==> src/rtl/tarc_pkg.sv <==
// ----------------------------------------------------------------------------
// tarc_pkg: shared types and constants of the axis rate controller
// Mode codes, operation codes, controller states and the command/status
// structs that join the controller and the datapath.
// ----------------------------------------------------------------------------
package tarc_pkg;

    typedef enum logic [2:0] {
        MODE_IDLE   = 3'd0,
        MODE_TRACK  = 3'd1,
        MODE_LOCK   = 3'd2,
        MODE_SEARCH = 3'd3,
        MODE_TRACE  = 3'd4,
        MODE_SCAN   = 3'd5
    } mode_t;

    typedef enum logic [1:0] {
        OP_FEED   = 2'd0,
        OP_UPDATE = 2'd1,
        OP_FORCE  = 2'd2,
        OP_NONE   = 2'd3
    } op_t;

    typedef enum logic [2:0] {
        REG_PROP_GAIN  = 3'd0,
        REG_INT_GAIN   = 3'd1,
        REG_STOP_BAND  = 3'd2,
        REG_START_BAND = 3'd3,
        REG_MAX_RATE   = 3'd4,
        REG_MIN_RATE   = 3'd5,
        REG_LOCK_BAND  = 3'd6,
        REG_DEBOUNCE   = 3'd7
    } reg_idx_t;

    typedef enum logic [2:0] {
        ST_IDLE  = 3'd0,
        ST_EXEC  = 3'd1,
        ST_MUL1  = 3'd2,
        ST_MUL2  = 3'd3,
        ST_MUL3  = 3'd4,
        ST_FIN   = 3'd5,
        ST_OUT   = 3'd6
    } state_t;

    // Q12.20 integral limit: 60 * 2^20
    localparam logic signed [33:0] INT_LIMIT = 34'sd62914560;

    typedef struct packed {
        logic load;    // capture request payload
        logic exec;    // feed/force/mode transitions and setup
        logic mul1;    // prod = e * ts and p = prop_gain * e
        logic mul2;    // acc clamp and i = int_gain * acc
        logic mul3;    // out sum, clamp, back-off
        logic fin;     // final rate, commit
    } dp_cmd_t;

    typedef struct packed {
        logic need_pi; // update request needs the PI path
    } dp_stat_t;

endpackage

==> src/rtl/tarc_ctrl.sv <==
// ----------------------------------------------------------------------------
// tarc_ctrl: request sequencer
// Steps each accepted request through the datapath and holds the result
// register until the result is taken.
// ----------------------------------------------------------------------------
module tarc_ctrl (
    input  logic                aclk,
    input  logic                aresetn,
    input  logic                s_valid,
    output logic                s_ready,
    output logic                m_valid,
    input  logic                m_ready,
    input  tarc_pkg::dp_stat_t  stat,
    output tarc_pkg::dp_cmd_t   cmd
);

    tarc_pkg::state_t state_reg, state_next;

    always_ff @(posedge aclk) begin
        if (!aresetn) begin
            state_reg <= tarc_pkg::ST_IDLE;
        end else begin
            state_reg <= state_next;
        end
    end

    always_comb begin
        state_next = state_reg;
        case (state_reg)
            tarc_pkg::ST_IDLE: if (s_valid) state_next = tarc_pkg::ST_EXEC;
            tarc_pkg::ST_EXEC: begin
                if (stat.need_pi) state_next = tarc_pkg::ST_MUL1;
                else state_next = tarc_pkg::ST_FIN;
            end
            tarc_pkg::ST_MUL1: state_next = tarc_pkg::ST_MUL2;
            tarc_pkg::ST_MUL2: state_next = tarc_pkg::ST_MUL3;
            tarc_pkg::ST_MUL3: state_next = tarc_pkg::ST_FIN;
            tarc_pkg::ST_FIN:  state_next = tarc_pkg::ST_OUT;
            tarc_pkg::ST_OUT:  if (m_ready) state_next = tarc_pkg::ST_IDLE;
            default:           state_next = tarc_pkg::ST_IDLE;
        endcase
    end

    always_comb begin
        cmd     = '0;
        s_ready = 1'b0;
        m_valid = 1'b0;
        case (state_reg)
            tarc_pkg::ST_IDLE: begin
                s_ready  = 1'b1;
                cmd.load = s_valid;
            end
            tarc_pkg::ST_EXEC: cmd.exec = 1'b1;
            tarc_pkg::ST_MUL1: cmd.mul1 = 1'b1;
            tarc_pkg::ST_MUL2: cmd.mul2 = 1'b1;
            tarc_pkg::ST_MUL3: cmd.mul3 = 1'b1;
            tarc_pkg::ST_FIN:  cmd.fin  = 1'b1;
            tarc_pkg::ST_OUT:  m_valid  = 1'b1;
            default: ;
        endcase
    end

endmodule

==> src/rtl/tarc_dp.sv <==
// ----------------------------------------------------------------------------
// tarc_dp: axis rate datapath
// Config registers, mode and debounce state, PI and proportional paths.
// ----------------------------------------------------------------------------
module tarc_dp #(
    parameter int SCAN_RATE         = 150,
    parameter int SEARCH_RATE       = 100,
    parameter int SEARCH_TIMEOUT_MS = 1500,
    parameter int SCAN_AXIS         = 1
) (
    input  logic                aclk,
    input  logic                aresetn,
    input  logic                cfg_valid,
    input  logic [2:0]          cfg_index,
    input  logic [15:0]         cfg_data,
    input  tarc_pkg::dp_cmd_t   cmd,
    output tarc_pkg::dp_stat_t  stat,
    input  logic [1:0]          s_operation,
    input  logic                s_target_lost,
    input  logic                s_target_zero,
    input  logic signed [15:0]  s_error,
    input  logic [15:0]         s_time_step,
    input  logic [31:0]         s_now_ms,
    input  logic                s_enabled,
    input  logic [2:0]          s_new_mode,
    output logic [11:0]         m_rate_hz,
    output logic                m_direction,
    output logic                m_locked,
    output logic [2:0]          m_mode
);

    // config
    logic [15:0] prop_gain_reg, int_gain_reg;
    logic [14:0] stop_band_reg, start_band_reg, lock_band_reg;
    logic [11:0] max_rate_reg, min_rate_reg;
    logic [7:0]  debounce_reg;

    always_ff @(posedge aclk) begin
        if (!aresetn) begin
            prop_gain_reg  <= '0;
            int_gain_reg   <= '0;
            stop_band_reg  <= 15'd64;
            start_band_reg <= 15'd192;
            max_rate_reg   <= 12'd600;
            min_rate_reg   <= 12'd50;
            lock_band_reg  <= 15'd48;
            debounce_reg   <= 8'd15;
        end else if (cfg_valid) begin
            case (tarc_pkg::reg_idx_t'(cfg_index))
                tarc_pkg::REG_PROP_GAIN:  prop_gain_reg  <= cfg_data;
                tarc_pkg::REG_INT_GAIN:   int_gain_reg   <= cfg_data;
                tarc_pkg::REG_STOP_BAND:  stop_band_reg  <= cfg_data[14:0];
                tarc_pkg::REG_START_BAND: start_band_reg <= cfg_data[14:0];
                tarc_pkg::REG_MAX_RATE:   max_rate_reg   <= cfg_data[11:0];
                tarc_pkg::REG_MIN_RATE:   min_rate_reg   <= cfg_data[11:0];
                tarc_pkg::REG_LOCK_BAND:  lock_band_reg  <= cfg_data[14:0];
                tarc_pkg::REG_DEBOUNCE:   debounce_reg   <= cfg_data[7:0];
                default: ;
            endcase
        end
    end

    // captured request
    logic [1:0]         op_reg;
    logic               lost_in_reg, zero_in_reg, en_reg;
    logic signed [15:0] e_reg;
    logic [15:0]        ts_reg;
    logic [31:0]        now_reg;
    logic [2:0]         nm_reg;

    always_ff @(posedge aclk) begin
        if (cmd.load) begin
            op_reg      <= s_operation;
            lost_in_reg <= s_target_lost;
            zero_in_reg <= s_target_zero;
            e_reg       <= s_error;
            ts_reg      <= s_time_step;
            now_reg     <= s_now_ms;
            en_reg      <= s_enabled;
            nm_reg      <= s_new_mode;
        end
    end

    // state
    tarc_pkg::mode_t    mode_reg;
    logic               stopped_reg, chase_reg, dir_reg, pi_reg, upd_reg;
    logic [7:0]         lost_reg, found_reg;
    logic [31:0]        search_start_reg;
    logic signed [31:0] integral_reg;
    logic [15:0]        smooth_reg;
    logic [11:0]        rate_reg;

    logic [15:0] ae;
    assign ae = e_reg[15] ? 16'(-e_reg) : 16'(e_reg);

    logic [31:0] elapsed;
    assign elapsed = now_reg - search_start_reg;

    // mode after transitions
    tarc_pkg::mode_t mode_x;
    logic clr_int_x, clr_stop_x, to_search_x;
    always_comb begin
        mode_x      = mode_reg;
        clr_int_x   = 1'b0;
        clr_stop_x  = 1'b0;
        to_search_x = 1'b0;
        case (mode_reg)
            tarc_pkg::MODE_IDLE: begin
                if (en_reg && found_reg >= debounce_reg) begin
                    mode_x = tarc_pkg::MODE_TRACK; clr_int_x = 1'b1; clr_stop_x = 1'b1;
                end
            end
            tarc_pkg::MODE_LOCK, tarc_pkg::MODE_TRACK, tarc_pkg::MODE_TRACE: begin
                if (lost_reg >= debounce_reg) begin
                    mode_x = tarc_pkg::MODE_SEARCH; clr_int_x = 1'b1; to_search_x = 1'b1;
                end
            end
            tarc_pkg::MODE_SEARCH: begin
                if (found_reg >= debounce_reg) begin
                    mode_x = tarc_pkg::MODE_TRACK; clr_int_x = 1'b1; clr_stop_x = 1'b1;
                end else if (!elapsed[31] && elapsed >= 32'(SEARCH_TIMEOUT_MS)) begin
                    mode_x = tarc_pkg::MODE_IDLE;
                end
            end
            default: ;
        endcase
    end

    // track stop/start hysteresis
    logic stopped_x, pi_x;
    always_comb begin
        logic st;
        st = stopped_reg && !clr_stop_x;
        stopped_x = st;
        pi_x      = 1'b0;
        if (mode_x == tarc_pkg::MODE_TRACK) begin
            if (st) begin
                if (ae > {1'b0, start_band_reg}) begin
                    stopped_x = 1'b0; pi_x = 1'b1;
                end
            end else if (ae < {1'b0, stop_band_reg}) begin
                stopped_x = 1'b1;
            end else begin
                pi_x = 1'b1;
            end
        end
    end

    assign stat.need_pi = (tarc_pkg::op_t'(op_reg) == tarc_pkg::OP_UPDATE) && pi_x;

    // PI arithmetic, split over the mul1, mul2 and mul3 steps
    logic signed [31:0] prod_reg;   // e * ts, Q12.20
    logic signed [33:0] p_reg;      // prop_gain * e, << 16 applied later
    logic signed [33:0] acc_reg;
    logic signed [49:0] i_reg;      // int_gain * acc
    logic signed [51:0] out_reg;

    logic signed [33:0] acc_raw, acc_cl;
    assign acc_raw = 34'(integral_reg) + 34'(prod_reg);
    assign acc_cl  = (acc_raw > tarc_pkg::INT_LIMIT) ? tarc_pkg::INT_LIMIT :
                     (acc_raw < -tarc_pkg::INT_LIMIT) ? -tarc_pkg::INT_LIMIT : acc_raw;

    logic signed [51:0] out_sum, lim;
    assign out_sum = (52'(p_reg) <<< 16) + 52'(i_reg);
    assign lim     = 52'($signed({1'b0, max_rate_reg})) <<< 28;

    // proportional target; 4 * |e| needs 19 bits signed
    logic signed [18:0] tgt, lo, hi, stp, tgt_c;
    always_comb begin
        if (mode_reg == tarc_pkg::MODE_LOCK) begin
            tgt = 19'($signed({3'b0, ae}) <<< 2);
            lo = 19'sd256; hi = 19'sd3200; stp = 19'sd160;
        end else begin
            tgt = $signed({3'b0, ae});
            lo = 19'sd128; hi = 19'sd800; stp = 19'sd96;
        end
        tgt_c = (tgt < lo) ? lo : (tgt > hi) ? hi : tgt;
    end
    logic signed [18:0] sm_s;
    logic [15:0] sm_new;
    logic [10:0] sm_hz;
    assign sm_s   = 19'($signed(smooth_reg));
    assign sm_new = (tgt_c > sm_s + stp || tgt_c < sm_s - stp) ?
                    16'(tgt_c) : smooth_reg;
    assign sm_hz  = sm_new[15] ? 11'd0 : sm_new[15:5];

    logic signed [51:0] mag;
    logic [23:0] pi_hz;
    assign mag   = out_reg[51] ? -out_reg : out_reg;
    assign pi_hz = mag[51:28];

    always_ff @(posedge aclk) begin
        if (!aresetn) begin
            mode_reg     <= tarc_pkg::MODE_IDLE;
            stopped_reg  <= 1'b0;
            lost_reg     <= '0;
            found_reg    <= '0;
            chase_reg    <= 1'b1;
            integral_reg <= '0;
            smooth_reg   <= '0;
            rate_reg     <= '0;
            dir_reg      <= 1'b0;
            pi_reg       <= 1'b0;
            upd_reg      <= 1'b0;
        end else begin
            if (cmd.exec) begin
                upd_reg <= 1'b0;
                case (tarc_pkg::op_t'(op_reg))
                    tarc_pkg::OP_FEED: begin
                        if (lost_in_reg) begin
                            if (lost_reg != 8'hFF) lost_reg <= lost_reg + 8'd1;
                            found_reg <= '0;
                        end else if (!zero_in_reg) begin
                            if (found_reg != 8'hFF) found_reg <= found_reg + 8'd1;
                            lost_reg <= '0;
                        end
                    end
                    tarc_pkg::OP_FORCE: begin
                        if (nm_reg <= 3'(tarc_pkg::MODE_SCAN)) begin
                            mode_reg     <= tarc_pkg::mode_t'(nm_reg);
                            integral_reg <= '0;
                            stopped_reg  <= 1'b0;
                            lost_reg     <= '0;
                            found_reg    <= '0;
                            smooth_reg   <= '0;
                        end
                    end
                    tarc_pkg::OP_UPDATE: begin
                        upd_reg     <= 1'b1;
                        mode_reg    <= mode_x;
                        stopped_reg <= stopped_x;
                        pi_reg      <= pi_x;
                        if (to_search_x) begin
                            chase_reg        <= dir_reg;
                            search_start_reg <= now_reg;
                        end
                        if (clr_int_x || (mode_x == tarc_pkg::MODE_TRACK && !pi_x))
                            integral_reg <= '0;
                    end
                    default: ;
                endcase
            end
            if (cmd.mul2) integral_reg <= 32'(acc_cl);
            if (cmd.mul3) begin
                // anti-windup: back the product out of the clamped accumulator
                if (out_sum > lim || out_sum < -lim)
                    integral_reg <= 32'(acc_reg - 34'(prod_reg));
            end
            if (cmd.fin && upd_reg) begin
                case (mode_reg)
                    tarc_pkg::MODE_SCAN: begin
                        rate_reg <= (SCAN_AXIS == 1) ? 12'(SCAN_RATE) : 12'd0;
                        dir_reg  <= (SCAN_AXIS == 1);
                    end
                    tarc_pkg::MODE_SEARCH: begin
                        rate_reg <= 12'(SEARCH_RATE);
                        dir_reg  <= chase_reg;
                    end
                    tarc_pkg::MODE_LOCK, tarc_pkg::MODE_TRACE: begin
                        if (ae <= {1'b0, lock_band_reg}) begin
                            rate_reg <= '0; dir_reg <= 1'b0; smooth_reg <= '0;
                        end else begin
                            dir_reg    <= !e_reg[15] && (e_reg != 16'sd0);
                            smooth_reg <= sm_new;
                            rate_reg   <= (sm_hz == 11'd0) ? 12'd1 : {1'b0, sm_hz};
                        end
                    end
                    tarc_pkg::MODE_TRACK: begin
                        if (!pi_reg) begin
                            rate_reg <= '0; dir_reg <= 1'b0;
                        end else begin
                            logic [23:0] h;
                            h = pi_hz;
                            if (h < 24'(min_rate_reg)) h = 24'(min_rate_reg);
                            if (h > 24'(max_rate_reg)) h = 24'(max_rate_reg);
                            rate_reg <= h[11:0];
                            dir_reg  <= !out_reg[51] && (out_reg != '0);
                        end
                    end
                    default: begin
                        rate_reg <= '0; dir_reg <= 1'b0;
                    end
                endcase
            end
        end
    end

    // multiplier pipeline registers
    always_ff @(posedge aclk) begin
        if (cmd.mul1) begin
            prod_reg <= 32'(34'(e_reg) * 34'($signed({1'b0, ts_reg})));
            p_reg    <= 34'($signed({1'b0, prop_gain_reg})) * 34'(e_reg);
        end
        if (cmd.mul2) begin
            acc_reg <= acc_cl;
            i_reg   <= 50'($signed({1'b0, int_gain_reg})) * 50'(acc_cl);
        end
        if (cmd.mul3) begin
            out_reg <= (out_sum > lim) ? lim : (out_sum < -lim) ? -lim : out_sum;
        end
    end

    assign m_rate_hz   = rate_reg;
    assign m_direction = dir_reg;
    assign m_mode      = mode_reg;
    assign m_locked    = (mode_reg == tarc_pkg::MODE_LOCK || mode_reg == tarc_pkg::MODE_TRACE)
                         && rate_reg == 12'd0;

endmodule

==> src/rtl/tracking_axis_rate_controller_unit.sv <==
// ----------------------------------------------------------------------------
// tracking_axis_rate_controller_unit: one stepper axis rate controller
// Feed, update and force requests; one result per request.
// ----------------------------------------------------------------------------
//  channel  | direction | handshake          | payload
//  s_       | in        | s_valid/s_ready    | operation..new_mode
//  m_       | out       | m_valid/m_ready    | rate_hz, direction, locked, mode
//  cfg_     | in        | cfg_valid/cfg_ready| cfg_index, cfg_data
//
// A feed, force or non-PI update goes through exec and fin before the result
// is valid; a PI update in track mode also goes through mul1, mul2 and mul3.
// The next request can be taken in the cycle after the result is taken.
// Reset (aresetn low, synchronous) loads the register defaults and idle mode.
// A stalled m_ready holds the result and blocks new requests.
module tracking_axis_rate_controller_unit #(
    parameter int SCAN_RATE         = 150,
    parameter int SEARCH_RATE       = 100,
    parameter int SEARCH_TIMEOUT_MS = 1500,
    parameter int SCAN_AXIS         = 1
) (
    input  logic               aclk,
    input  logic               aresetn,
    input  logic               cfg_valid,
    output logic               cfg_ready,
    input  logic [2:0]         cfg_index,
    input  logic [15:0]        cfg_data,
    input  logic               s_valid,
    output logic               s_ready,
    input  logic [1:0]         s_operation,
    input  logic               s_target_lost,
    input  logic               s_target_zero,
    input  logic signed [15:0] s_error,
    input  logic [15:0]        s_time_step,
    input  logic [31:0]        s_now_ms,
    input  logic               s_enabled,
    input  logic [2:0]         s_new_mode,
    output logic               m_valid,
    input  logic               m_ready,
    output logic [11:0]        m_rate_hz,
    output logic               m_direction,
    output logic               m_locked,
    output logic [2:0]         m_mode
);

    tarc_pkg::dp_cmd_t  cmd;
    tarc_pkg::dp_stat_t stat;

    assign cfg_ready = 1'b1;

    tarc_ctrl u_ctrl (
        .aclk(aclk), .aresetn(aresetn),
        .s_valid(s_valid), .s_ready(s_ready),
        .m_valid(m_valid), .m_ready(m_ready),
        .stat(stat), .cmd(cmd)
    );

    tarc_dp #(
        .SCAN_RATE(SCAN_RATE), .SEARCH_RATE(SEARCH_RATE),
        .SEARCH_TIMEOUT_MS(SEARCH_TIMEOUT_MS), .SCAN_AXIS(SCAN_AXIS)
    ) u_dp (
        .aclk(aclk), .aresetn(aresetn),
        .cfg_valid(cfg_valid), .cfg_index(cfg_index), .cfg_data(cfg_data),
        .cmd(cmd), .stat(stat),
        .s_operation(s_operation), .s_target_lost(s_target_lost),
        .s_target_zero(s_target_zero), .s_error(s_error),
        .s_time_step(s_time_step), .s_now_ms(s_now_ms),
        .s_enabled(s_enabled), .s_new_mode(s_new_mode),
        .m_rate_hz(m_rate_hz), .m_direction(m_direction),
        .m_locked(m_locked), .m_mode(m_mode)
    );

    a_no_overlap: assert property (@(posedge aclk) disable iff (!aresetn)
        !(s_ready && m_valid)) else $error("request taken while result pending");

    a_locked_rate: assert property (@(posedge aclk) disable iff (!aresetn)
        m_locked |-> (m_rate_hz == 12'd0)) else $error("locked with nonzero rate");

    a_mode_range: assert property (@(posedge aclk) disable iff (!aresetn)
        m_valid |-> (m_mode <= 3'(tarc_pkg::MODE_SCAN)))
        else $error("mode code out of range");

endmodule

==> config.mk <==
export PLATFORM = sky130hd
export DESIGN_NAME = tracking_axis_rate_controller_unit
export DESIGN_NICKNAME = d
export VERILOG_FILES = /design/src/rtl/tarc_pkg.sv /design/src/rtl/tarc_ctrl.sv /design/src/rtl/tarc_dp.sv /design/src/rtl/tracking_axis_rate_controller_unit.sv
export SDC_FILE = /design/constraint.sdc
export NUM_CORES = 2
export LEC_CHECK = 0
export BUFFER_PORTS_ARGS = -buffer_cell sky130_fd_sc_hd__buf_2
export CAP_MARGIN = 20
export CELL_PAD_IN_SITES_DETAIL_PLACEMENT = 0
export CELL_PAD_IN_SITES_GLOBAL_PLACEMENT = 1
export CORE_ASPECT_RATIO = 0.75
export CORE_MARGIN = 4
export CORE_UTILIZATION = 51
export DETAILED_ROUTE_END_ITERATION = 8
export PLACE_DENSITY = 0.83
export SLEW_MARGIN = 10
export SYNTH_ARGS = -nofsm -noshare
export SYNTH_HDL_FRONTEND = slang
export SYNTH_SLANG_ARGS = --single-unit
==> constraint.sdc <==
create_clock -name aclk -period 13.5 [get_ports aclk]
set_input_delay 0.675 -clock aclk [delete_from_list [all_inputs] [get_ports aclk]]
set_output_delay 0.675 -clock aclk [all_outputs]
set_load 0.005 [all_outputs]
==> flow_metrics.py <==
metrics = {
    "layout": {
        "nNetsFinal": 8952,
        "area_growth_pct": 6.62,
        "postLayoutCoreUtil_pct": 54.7,
        "drive_above_1_share_pct": 5.19,
        "largest_reg_flops": 52,
        "fillerInstances": 11700,
    },
    "setup_path": {
        "cp-startpoint": "u_dp.prod_reg[0]",
        "worst_path_max_delay_cell": "a2111oi_0",
        "worstPathArrival_ns": 12.39,
        "crit_top_cell": "fa_1",
        "max_stage_delay_ns": 0.75,
        "cp_max_fo": 13,
        "critPathKind": "flop to flop",
        "critPathLaunchType": "flop",
        "worst_setup_path_end_kind": "flop",
        "r2r-start": "u_dp.prod_reg[0]",
        "worstPathRequired_ns": 13.92,
    },
    "clocking": {
        "cts_tree": "done",
        "cts_setup_buffers": 0,
        "cts-resized-gates": 0,
        "worstSkewPairLatency_ns": 0.68,
        "postCtsHoldBufs": 0,
        "cts-root-buf": "clkbuf_16",
        "htreeDepth": 2,
        "numCtsBuffers": 58,
        "clk_path_buf_depth": 3,
        "clkTransAtPathRegs_ns": 0.07,
        "cts.sinks": 499,
    },
    "worst_hold_path": {
        "hp-start": "s_now_ms[14]",
        "hp-class": "input port to flop",
    },
    "sta": {
        "skew_ns": 0.0311,
        "tightest_slew_ns": 1.07,
        "period_minus_slack_ns": 11.97,
        "final.setup.tns_ns": 0,
        "setup_violations": 0,
        "worst_slack_ns": 1.53,
        "fmax_mhz": 83.5,
        "final_max_slew_viol_count": 0,
        "period_share_pct": 88.7,
        "hold_viol_final": 0,
        "maxSlewHeadroom_pct": 28.5,
        "rsz0062_at_grt": "no",
    },
    "power": {
        "p_int_mw": 5.39,
        "power_frac_seq_pct": 21.2,
        "power.density_nw_per_um2": 138,
        "p_sw_mw": 4.34,
        "clkPwrFrac_pct": 17.6,
        "finalPower_mw": 9.73,
        "swShare_pct": 44.6,
        "vdd_ir_drop_max_mv": 0.494,
        "p_comb_share_pct": 61.2,
        "p_leak_nw": 33.0,
    },
    "grt": {
        "grt.busiest_layer": "met2",
        "grt_first_pass_wirelength_um": 293000,
        "grt_use_met2_pct": 41.9,
        "grt_use_total_pct": 27.2,
        "grt.met1_usage_pct": 40.5,
        "grt_pass1_vias": 51900,
        "grt_max_degree": 76,
        "grt_use_met3_pct": 4.43,
        "grt-ovfl-total": 0,
        "antenna_found_initial": 2,
    },
    "logic_synthesis": {
        "synthCells": 7365,
        "ys_warn_count": 0,
        "synth_edf_count": 303,
        "async_reset_ff_share_pct": 0,
        "yosysMostFrequentCell": "inv_1",
        "ys.flop_type": "edfxtp_1",
        "yosys.area.top_type_share_pct": 27.2,
        "synth.top_cells.by_area": "fa_1, edfxtp_1, ha_1",
        "synth_common_cells": "inv_1, nand2_1, fa_1",
        "ys_ff_latch": 499,
        "avgSynthCellArea_um2": 8.97,
        "synth_cell_types": 88,
        "ys_seq_area_share_pct": 19.7,
        "syn_area_um2": 66100,
        "synth_area_leader_cell": "fa_1",
    },
    "routing": {
        "vias": 51500,
        "routed_wl_um": 183000,
        "first_pass_iters": 6,
        "drcViolationCount": 0,
        "drt_iter0_drc": 4188,
        "wl_per_cell_um": 20.1,
        "viasPerCell": 5.65,
        "drtAntennaViolNets": 0,
    },
    "floorplan": {
        "std_cell_rows": 114,
        "core_um2": 129000,
        "dieArea_um2": 135000,
        "io_pins": 116,
        "initial_utilization_pct": 51.3,
        "die_width_um": 424,
        "die_h_um": 320,
    },
    "run_status": {
        "status": "finished clean",
    },
    "job": {
        "drv_cap": 0,
    },
    "placement": {
        "port_buffers": 114,
        "place_hpwl_um": 141000,
        "place_ws_ns": 1.68,
        "gp_congestion": 0.942,
    },
}
==> cell type report <==
class | count | area (um2) | share of cell area, %
flip-flops and latches | 499 | 13000 | 18.5
clock buffers | 72 | 1660 | 2.36
inverters | 1307 | 4910 | 6.97
well taps | 1740 | 2180 | 3.09
clock inverters | 38 | 417 | 0.591
multi-input cells | 5246 | 47000 | 66.8
diodes | 2 | 5.00 | 0.00710
repair buffers | 200 | 1220 | 1.73
==> metrics by stage <==
stage	hold slack, ns	cells	instance area (um2)
floorplan	0.426	7376	66100
global placement	0.443	8990	68400
detailed placement	0.440	8991	68400
CTS	0.112	9101	70400
global route	0.120	9103	70500
finish	0.169	9104	70500
==> layer usage <==
layer / share of wire, % / up-vias
li1: - / 23700
met1: 46 / 25800
met2: 44 / 1816
met3: 7.7 / 234
met4: 2.2 / 2
met5: 0.0055 / -
==> final timing paths <==
kind | end | slack (ns) | cells after the start
hold / removal | u_dp.now_reg[14] | 0.17 | 1
setup / recovery | u_dp.i_reg[49] | 1.53 | 38
setup reg to reg | u_dp.i_reg[49] | 1.53 | 38
hold reg to reg | u_dp.lock_band_reg[11] | 0.45 | 2
==> power by group through the flow <==
stage | clock network (mW) | registers (mW) | logic [mW]
2_1_floorplan | 0 | 2.04 | 4.41
3_3_place_gp | 0 | 2.09 | 5.84
3_5_place_dp | 0 | 2.09 | 5.97
4_1_cts | 1.75 | 2.06 | 6.02
5_1_grt | 1.81 | 2.07 | 6.78
6_report | 1.71 | 2.06 | 5.96
==> logic make-up (layout without fill, tap and decap cells) <==
kind of cell             after synthesis  in the layout  synth area share, %
AND/OR/NAND/NOR                     2248           2248                 16.4
adder cells (fa/ha/maj)             1544           1544                 39.4
AO/OA/AOI/OAI                       1149           1149                 11.2
multiplexers                          30             30                0.496
buffers and inverters               1631           1617                 9.32
other                                  2             15               0.0114
XOR/XNOR                             262            262                 3.47
flip-flops                           499            499                 19.7
==> placed cells by master (no fill, tap or decap), drive strengths merged, types with 106 or more instances in the layout <==
cell type,instances
fa,897
buf,200
edfxtp,303
dfxtp,196
inv,1314
a21o,106
nor2,258
and2,429
xnor2,179
a21oi,390
nand2,989
o21ai,194
ha,647
==> critical path, delay by kind of cell (launching register included) <==
family | cells | cell delay [ns]
adders and majority gates | 9 | 3.92
buffers and inverters | 4 | 0.69
DFF | 1 | 0.40
xor gates and xnor gates | 1 | 0.10
AOI/OAI and AO/OA | 16 | 4.64
and+or+nand+nor | 8 | 1.95
Power figures use the tool's default switching activity.
